===== src/hvn_pkg.sv =====
package hvn_pkg;

    // Widths of the normalizer datapath
    localparam int NCW   = 20;  // signed component into the normalizer
    localparam int NOW   = 16;  // signed Q2.14 component out of it
    localparam int MAGW  = NCW; // component magnitude
    localparam int SQW   = 32;  // sum of three squares of 15-bit magnitudes
    localparam int RTW   = 61;  // integer square root remainder and root
    localparam int NUMW  = 44;  // dividend: magnitude scaled by 2^28 plus half the length
    localparam int DSHW  = 46;  // divisor aligned to the top quotient bit
    localparam int QW    = 16;  // quotient bits
    localparam int CNTW  = 5;
    localparam int ROOT_STEPS = 30;
    localparam logic [QW-1:0] UNIT_Q = 16'd16384;

    localparam int HW   = 16;   // height width
    localparam int DIMW = 9;    // config register width

    localparam logic ACT_WRITE = 1'b0;
    localparam logic ACT_QUERY = 1'b1;

    localparam logic STAT_OK      = 1'b0;
    localparam logic STAT_OUTSIDE = 1'b1;

    localparam int CFG_IDX_W = 2;
    localparam logic [CFG_IDX_W-1:0] CFG_GRID_ROWS = 2'd0;
    localparam logic [CFG_IDX_W-1:0] CFG_GRID_COLS = 2'd1;

    // Quadrants around the center point
    localparam logic [1:0] Q_UL = 2'd0;
    localparam logic [1:0] Q_UR = 2'd1;
    localparam logic [1:0] Q_DL = 2'd2;
    localparam logic [1:0] Q_DR = 2'd3;

    typedef logic signed [1:0] t_step;
    localparam t_step SP = 2'sb01;
    localparam t_step SZ = 2'sb00;
    localparam t_step SN = 2'sb11;

    typedef struct packed {
        t_step      ux;
        t_step      uy;
        t_step      wx;
        t_step      wy;
        logic [1:0] quad;
    } t_facet;

    typedef struct packed {
        logic signed [NCW-1:0] x;
        logic signed [NCW-1:0] y;
        logic signed [NCW-1:0] z;
    } t_vec;

    typedef struct packed {
        logic                  done;
        logic signed [NOW-1:0] x;
        logic signed [NOW-1:0] y;
        logic signed [NOW-1:0] z;
    } t_nrm_out;

    typedef enum logic [2:0] {
        NRM_IDLE,
        NRM_SHIFT,
        NRM_SQR,
        NRM_ROOT,
        NRM_DSET,
        NRM_DIV,
        NRM_DONE
    } t_nrm_state;

    typedef enum logic [3:0] {
        ST_IDLE,
        ST_RDK,
        ST_CAPK,
        ST_TSEL,
        ST_RDU,
        ST_RDW,
        ST_CAPW,
        ST_NWAIT,
        ST_FIN,
        ST_FWAIT,
        ST_OUT
    } t_top_state;

    // Edge steps (u then w) and quadrant of each facet around the point
    function automatic t_facet facet_of(input logic odd, input logic [2:0] idx);
        t_facet f;
        case ({odd, idx})
            4'b0000: f = '{SZ, SN, SN, SZ, Q_UL};
            4'b0001: f = '{SP, SZ, SZ, SN, Q_UR};
            4'b0010: f = '{SN, SZ, SZ, SP, Q_DL};
            4'b0011: f = '{SZ, SP, SP, SZ, Q_DR};
            4'b1000: f = '{SN, SN, SN, SZ, Q_UL};
            4'b1001: f = '{SZ, SN, SN, SN, Q_UL};
            4'b1010: f = '{SP, SN, SZ, SN, Q_UR};
            4'b1011: f = '{SP, SZ, SP, SN, Q_UR};
            4'b1100: f = '{SN, SZ, SN, SP, Q_DL};
            4'b1101: f = '{SN, SP, SZ, SP, Q_DL};
            4'b1110: f = '{SP, SP, SP, SZ, Q_DR};
            4'b1111: f = '{SZ, SP, SP, SP, Q_DR};
            default: f = '{SZ, SZ, SZ, SZ, Q_UL};
        endcase
        return f;
    endfunction

endpackage


===== src/hvn_norm.sv =====
module hvn_norm (
    input  logic              i_clk,
    input  logic              i_rst_n,
    input  logic              i_start,
    input  hvn_pkg::t_vec     i_vec,
    output hvn_pkg::t_nrm_out o_res
);
    import hvn_pkg::*;

    t_nrm_state      r_state, n_state;
    logic [MAGW-1:0] r_mag [3];
    logic [MAGW-1:0] n_mag [3];
    logic [2:0]      r_neg, n_neg;
    logic [CNTW-1:0] r_cnt, n_cnt;
    logic [29:0]     r_prod, n_prod;
    logic [SQW-1:0]  r_sum, n_sum;
    logic [RTW-1:0]  r_rem, n_rem;
    logic [RTW-1:0]  r_root, n_root;
    logic [NUMW-1:0] r_num [3];
    logic [NUMW-1:0] n_num [3];
    logic [DSHW-1:0] r_dsh, n_dsh;
    logic [QW-1:0]   r_quo [3];
    logic [QW-1:0]   n_quo [3];
    t_nrm_out        r_out, n_out;

    logic [NCW-1:0]  comp [3];
    logic [MAGW-1:0] mx;
    logic [14:0]     sq_in;
    logic [RTW-1:0]  bitv;
    logic [RTW-1:0]  trial;
    logic [QW-1:0]   capq [3];
    logic [NOW-1:0]  sgnq [3];

    assign comp[0] = i_vec.x;
    assign comp[1] = i_vec.y;
    assign comp[2] = i_vec.z;
    assign o_res   = r_out;

    always_comb begin
        mx = r_mag[0];
        if (r_mag[1] > mx) mx = r_mag[1];
        if (r_mag[2] > mx) mx = r_mag[2];
    end

    always_comb begin
        case (r_cnt[1:0])
            2'd0:    sq_in = r_mag[0][14:0];
            2'd1:    sq_in = r_mag[1][14:0];
            2'd2:    sq_in = r_mag[2][14:0];
            default: sq_in = '0;
        endcase
    end

    assign bitv  = RTW'(1) << {r_cnt, 1'b0};
    assign trial = r_root + bitv;

    always_comb begin
        for (int k = 0; k < 3; k++) begin
            capq[k] = (r_quo[k] > UNIT_Q) ? UNIT_Q : r_quo[k];
            sgnq[k] = r_neg[k] ? NOW'(-capq[k]) : NOW'(capq[k]);
        end
    end

    always_comb begin
        n_state = r_state;
        n_neg   = r_neg;
        n_cnt   = r_cnt;
        n_prod  = r_prod;
        n_sum   = r_sum;
        n_rem   = r_rem;
        n_root  = r_root;
        n_dsh   = r_dsh;
        n_out   = r_out;
        n_out.done = 1'b0;
        for (int k = 0; k < 3; k++) begin
            n_mag[k] = r_mag[k];
            n_num[k] = r_num[k];
            n_quo[k] = r_quo[k];
        end
        case (r_state)
            NRM_IDLE: begin
                if (i_start) begin
                    for (int k = 0; k < 3; k++) begin
                        n_neg[k] = comp[k][NCW-1];
                        n_mag[k] = comp[k][NCW-1] ? MAGW'(-comp[k]) : MAGW'(comp[k]);
                    end
                    n_state = NRM_SHIFT;
                end
            end
            NRM_SHIFT: begin
                if (mx == '0) begin
                    n_out   = '{1'b1, '0, '0, '0};
                    n_state = NRM_IDLE;
                end else if (mx >= MAGW'(32768)) begin
                    for (int k = 0; k < 3; k++) n_mag[k] = r_mag[k] >> 1;
                end else if (mx < MAGW'(16384)) begin
                    for (int k = 0; k < 3; k++) n_mag[k] = r_mag[k] << 1;
                end else begin
                    n_cnt   = '0;
                    n_sum   = '0;
                    n_state = NRM_SQR;
                end
            end
            NRM_SQR: begin
                // one square per cycle, summed in the next cycle
                n_prod = {15'b0, sq_in} * {15'b0, sq_in};
                if (r_cnt != '0) n_sum = r_sum + SQW'(r_prod);
                n_cnt = r_cnt + 1'b1;
                if (r_cnt == CNTW'(3)) begin
                    n_rem   = RTW'({r_sum + SQW'(r_prod), 28'b0});
                    n_root  = '0;
                    n_cnt   = CNTW'(ROOT_STEPS - 1);
                    n_state = NRM_ROOT;
                end
            end
            NRM_ROOT: begin
                if (r_rem >= trial) begin
                    n_rem  = r_rem - trial;
                    n_root = (r_root >> 1) + bitv;
                end else begin
                    n_root = r_root >> 1;
                end
                n_cnt = r_cnt - 1'b1;
                if (r_cnt == '0) n_state = NRM_DSET;
            end
            NRM_DSET: begin
                for (int k = 0; k < 3; k++) begin
                    n_num[k] = {r_mag[k][14:0], 28'b0} + NUMW'(r_root[29:1]);
                    n_quo[k] = '0;
                end
                n_dsh   = {1'b0, r_root[29:0], 15'b0};
                n_cnt   = CNTW'(QW - 1);
                n_state = NRM_DIV;
            end
            NRM_DIV: begin
                for (int k = 0; k < 3; k++) begin
                    if ({2'b0, r_num[k]} >= r_dsh) begin
                        n_num[k] = r_num[k] - r_dsh[NUMW-1:0];
                        n_quo[k] = {r_quo[k][QW-2:0], 1'b1};
                    end else begin
                        n_quo[k] = {r_quo[k][QW-2:0], 1'b0};
                    end
                end
                n_dsh = r_dsh >> 1;
                n_cnt = r_cnt - 1'b1;
                if (r_cnt == '0) n_state = NRM_DONE;
            end
            NRM_DONE: begin
                n_out   = '{1'b1, sgnq[0], sgnq[1], sgnq[2]};
                n_state = NRM_IDLE;
            end
            default: n_state = NRM_IDLE;
        endcase
    end

    always_ff @(posedge i_clk) begin
        if (!i_rst_n) begin
            r_state    <= NRM_IDLE;
            r_out.done <= 1'b0;
        end else begin
            r_state    <= n_state;
            r_out.done <= n_out.done;
        end
        r_out.x <= n_out.x;
        r_out.y <= n_out.y;
        r_out.z <= n_out.z;
        r_neg   <= n_neg;
        r_cnt   <= n_cnt;
        r_prod  <= n_prod;
        r_sum   <= n_sum;
        r_rem   <= n_rem;
        r_root  <= n_root;
        r_dsh   <= n_dsh;
        for (int k = 0; k < 3; k++) begin
            r_mag[k] <= n_mag[k];
            r_num[k] <= n_num[k];
            r_quo[k] <= n_quo[k];
        end
    end
endmodule

===== config.mk =====
export PLATFORM = sky130hd
export DESIGN_NAME = hvn_norm
export DESIGN_NICKNAME = d
export VERILOG_FILES = /design/src/hvn_pkg.sv /design/src/hvn_norm.sv
export SDC_FILE = /design/constraint.sdc
export NUM_CORES = 2
export LEC_CHECK = 0
export ABC_CLOCK_PERIOD_IN_PS = 7400
export BUFFER_PORTS_ARGS = -buffer_cell sky130_fd_sc_hd__buf_2
export CORE_UTILIZATION = 40
export CTS_CLUSTER_DIAMETER = 50
export DETAILED_ROUTE_END_ITERATION = 16
export PLACE_DENSITY = 0.69
export SYNTH_ARGS = -nofsm -noshare
export SYNTH_HDL_FRONTEND = slang
export SYNTH_SLANG_ARGS = --single-unit

===== constraint.sdc =====
create_clock -name i_clk -period 7.4 [get_ports i_clk]
set_input_delay 2.22 -clock i_clk [delete_from_list [all_inputs] [get_ports i_clk]]
set_output_delay 2.22 -clock i_clk [all_outputs]
set_load 0.03 [all_outputs]

==> qor.yml <==
clocking:
  clkLatencyLatePin_ns: 0.68
  cts_sinks: 528
  cts_tree: "done"
  clk_pin_slew_worst_paths_ns: 0.05
  clockRootBuffer: "clkbuf_16"
  hold_buffers: 0
  cts_max_path_buffers: 3
  cts_max_level: 3
  cts_buffers: 82
global_route:
  grt_max_degree: 142
  gr-total-overflow: 0
  antenna_found_initial: 4
  grt_use_total_pct: 22.8
  grt_pass1_vias: 40000
  grt_pass1_wl_um: 222000
sta:
  slew_viol_final: 0
  skew_ns: 0.0379
  worst_slack_ns: 0.198
  max-slew-margin-rel_pct: 12.9
  setup_viol: 0
  finalCriticalPeriod_ns: 7.20
  finalCritPeriodShare_pct: 97.3
  hold_viol: 0
  worst_pin_slew_ns: 1.30
  max_freq_mhz: 139
worst_setup_path:
  arrival_ns: 7.61
  cpLargestDelayFamily: "adder cells"
  crit_buf_inv: 9
  start_kind: "register"
  cp-end-kind: "register"
  path_max_fanout: 7
  cp_slowest_cell: "fa_2"
  path_class: "reg2reg"
  crit_path_frequent_cell: "fa_1"
  critPathRequiredTime_ns: 7.81
  max_stage_delay_ns: 0.54
yosys:
  synth_edf_count: 524
  ys.warnings.count: 0
  synth_seq_cells: 528
  synth_area_sq_um: 48000
  synthTopCellsByArea: "edfxtp_1, ha_1, fa_1"
  synth_seq_area_share_pct: 32.9
  async_reset_ff_share_pct: 0
  synth_top_cell_area_share_pct: 32.8
  synth_area_per_cell_sq_um: 8.84
  syn_inst: 5435
  ys.flop_type: "edfxtp_1"
  synth_largest_area_cell: "edfxtp_1"
  synth_fp_nets: 6072
  synth_cell_type_count: 77
floorplanning:
  die_x_um: 349
  boundaryPins: 112
  start_util_pct: 40.5
  fp.dieH_um: 349
  fp-row-count: 126
  die_area_sq_um: 121000
  fp.coreArea_sq_um: 119000
placement:
  hpwl_um: 106000
  gp_congestion: 0.973
  io_buffers: 111
  dp_cells: 7074
  post-place-ws_ns: -0.196
routing:
  vias: 41900
  ant_nets: 0
  wl_per_cell_um: 19.5
  wirelength_um: 142000
  initialDrtViolationCount: 4120
  viasPerCell: 5.78
  first_pass_iters: 8
  drc: 0
min_path:
  hold_class: "reg2reg"
cells_and_area:
  final_cells: 7254
  syn_to_final_growth_pct: 13.1
  nets: 6221
  n_fill_cell: 11400
  finish.utilization_pct: 45.8
  drive_above_1_share_pct: 10.0
status:
  status: "finished, final reports clean"
job:
  drv_cap: 0
[placed cells by master, fill, tap and decap left out, drive strengths merged, types with 139 or more instances in the layout]
cell	instances
buf	311
ha	432
inv	361
fa	142
nand2	594
xor2	161
xnor2	259
a21oi	346
a21o	139
o21ai	427
edfxtp	524
nor2	515
a31oi	143
[metal layers]
| metal | up-vias | routed length [um] | share of wire, % | global-route usage (%) |
|---|---|---|---|---|
| li1 | 20000 | - | - | - |
| met2 | 1468 | 65200 | 46 | 36.7 |
| met5 | - | 27 | 0.019 | 0 |
| met3 | 283 | 9620 | 6.8 | 3.62 |
| met4 | 4 | 4450 | 3.1 | 7.27 |
| met1 | 20100 | 62400 | 44 | 31.3 |
[kinds of logic after synthesis]
| logic type | Yosys count | synth area share, % |
|---|---|---|
| simple gates | 1790 | 17.2 |
| buf+inv | 590 | 4.62 |
| xor+xnor | 420 | 7.66 |
| compound gates | 1481 | 19.4 |
| mux | 52 | 1.10 |
| fa+ha+maj | 574 | 17.2 |
| flops | 528 | 32.9 |
[worst register-to-register path, delay by kind of cell, from the launching register on]
family,cells,cell delay (ns)
buffers and inverters,9,0.88
DFF,1,0.45
adders and majority gates,8,3.48
and+or+nand+nor,4,0.81
xor gates and xnor gates,1,0.13
AOI/OAI and AO/OA,6,1.21
[sequential cells by signal, summed over array words and instances, names as in the netlist]
signal,flops
r_mag,60
r_sum,32
r_state,3
r_dsh,45
r_cnt,5
r_prod,29
o_res,49
r_root,61
r_quo,48
r_rem,61
r_num,132
r_neg,3
[worst paths after layout]
path / startpoint / cells after the start / slack [ns] / to
max: r_cnt[0] / 28 / 0.20 / r_prod[29]
min: r_quo[0][5] / 1 / 0.62 / r_quo[0][6]
max reg2reg: r_cnt[0] / 28 / 0.20 / r_prod[29]
min reg2reg: r_quo[0][5] / 1 / 0.62 / r_quo[0][6]
[final cells by class]
cell class	count	area [sq um]	share of cell area, %
Sequential cell	528	15800	29.1
Tap cell	1600	2000	3.69
Antenna cell	2	5.00	0.00922
Clock inverter	56	517	0.952
Inverter	344	1290	2.38
Multi-Input combinational cell	4317	30400	55.9
Timing Repair Buffer	311	2150	3.96
Clock buffer	96	2150	3.95
[Yosys cell counts, drive strengths merged (105+ instances only)]
library cell,number
nand2,594
edfxtp,524
nor2,515
ha,432
o21ai,427
a21oi,346
inv,344
xnor2,259
clkbuf,232
xor2,161
a31oi,143
fa,142
a21o,139
nor3,105
[through the flow]
| step | setup TNS [ns] | cell area [sq um] | hold slack, ns |
|---|---|---|---|
| 2_1_floorplan | 0 | 48100 | 0.529 |
| 3_3_place_gp | -0.0726 | 51200 | 0.601 |
| 3_5_place_dp | -0.412 | 51200 | 0.605 |
| 4_1_cts | 0 | 53900 | 0.612 |
| 5_1_grt | -0.142 | 54300 | 0.635 |
| 6_report | 0 | 54300 | 0.619 |
[timing repair]
| item | 4_1_cts | 5_1_grt |
|---|---|---|
| endpoints found under the setup margin | 3 | 132 |
| pin swaps | 1 | 52 |
| resized for setup | 3 | 68 |
| buffers inserted | 5 | 21 |
Power is left out: the tool's default activity adds up to more than one toggle a clock period on the data nets, which glitch-free logic cannot reach.
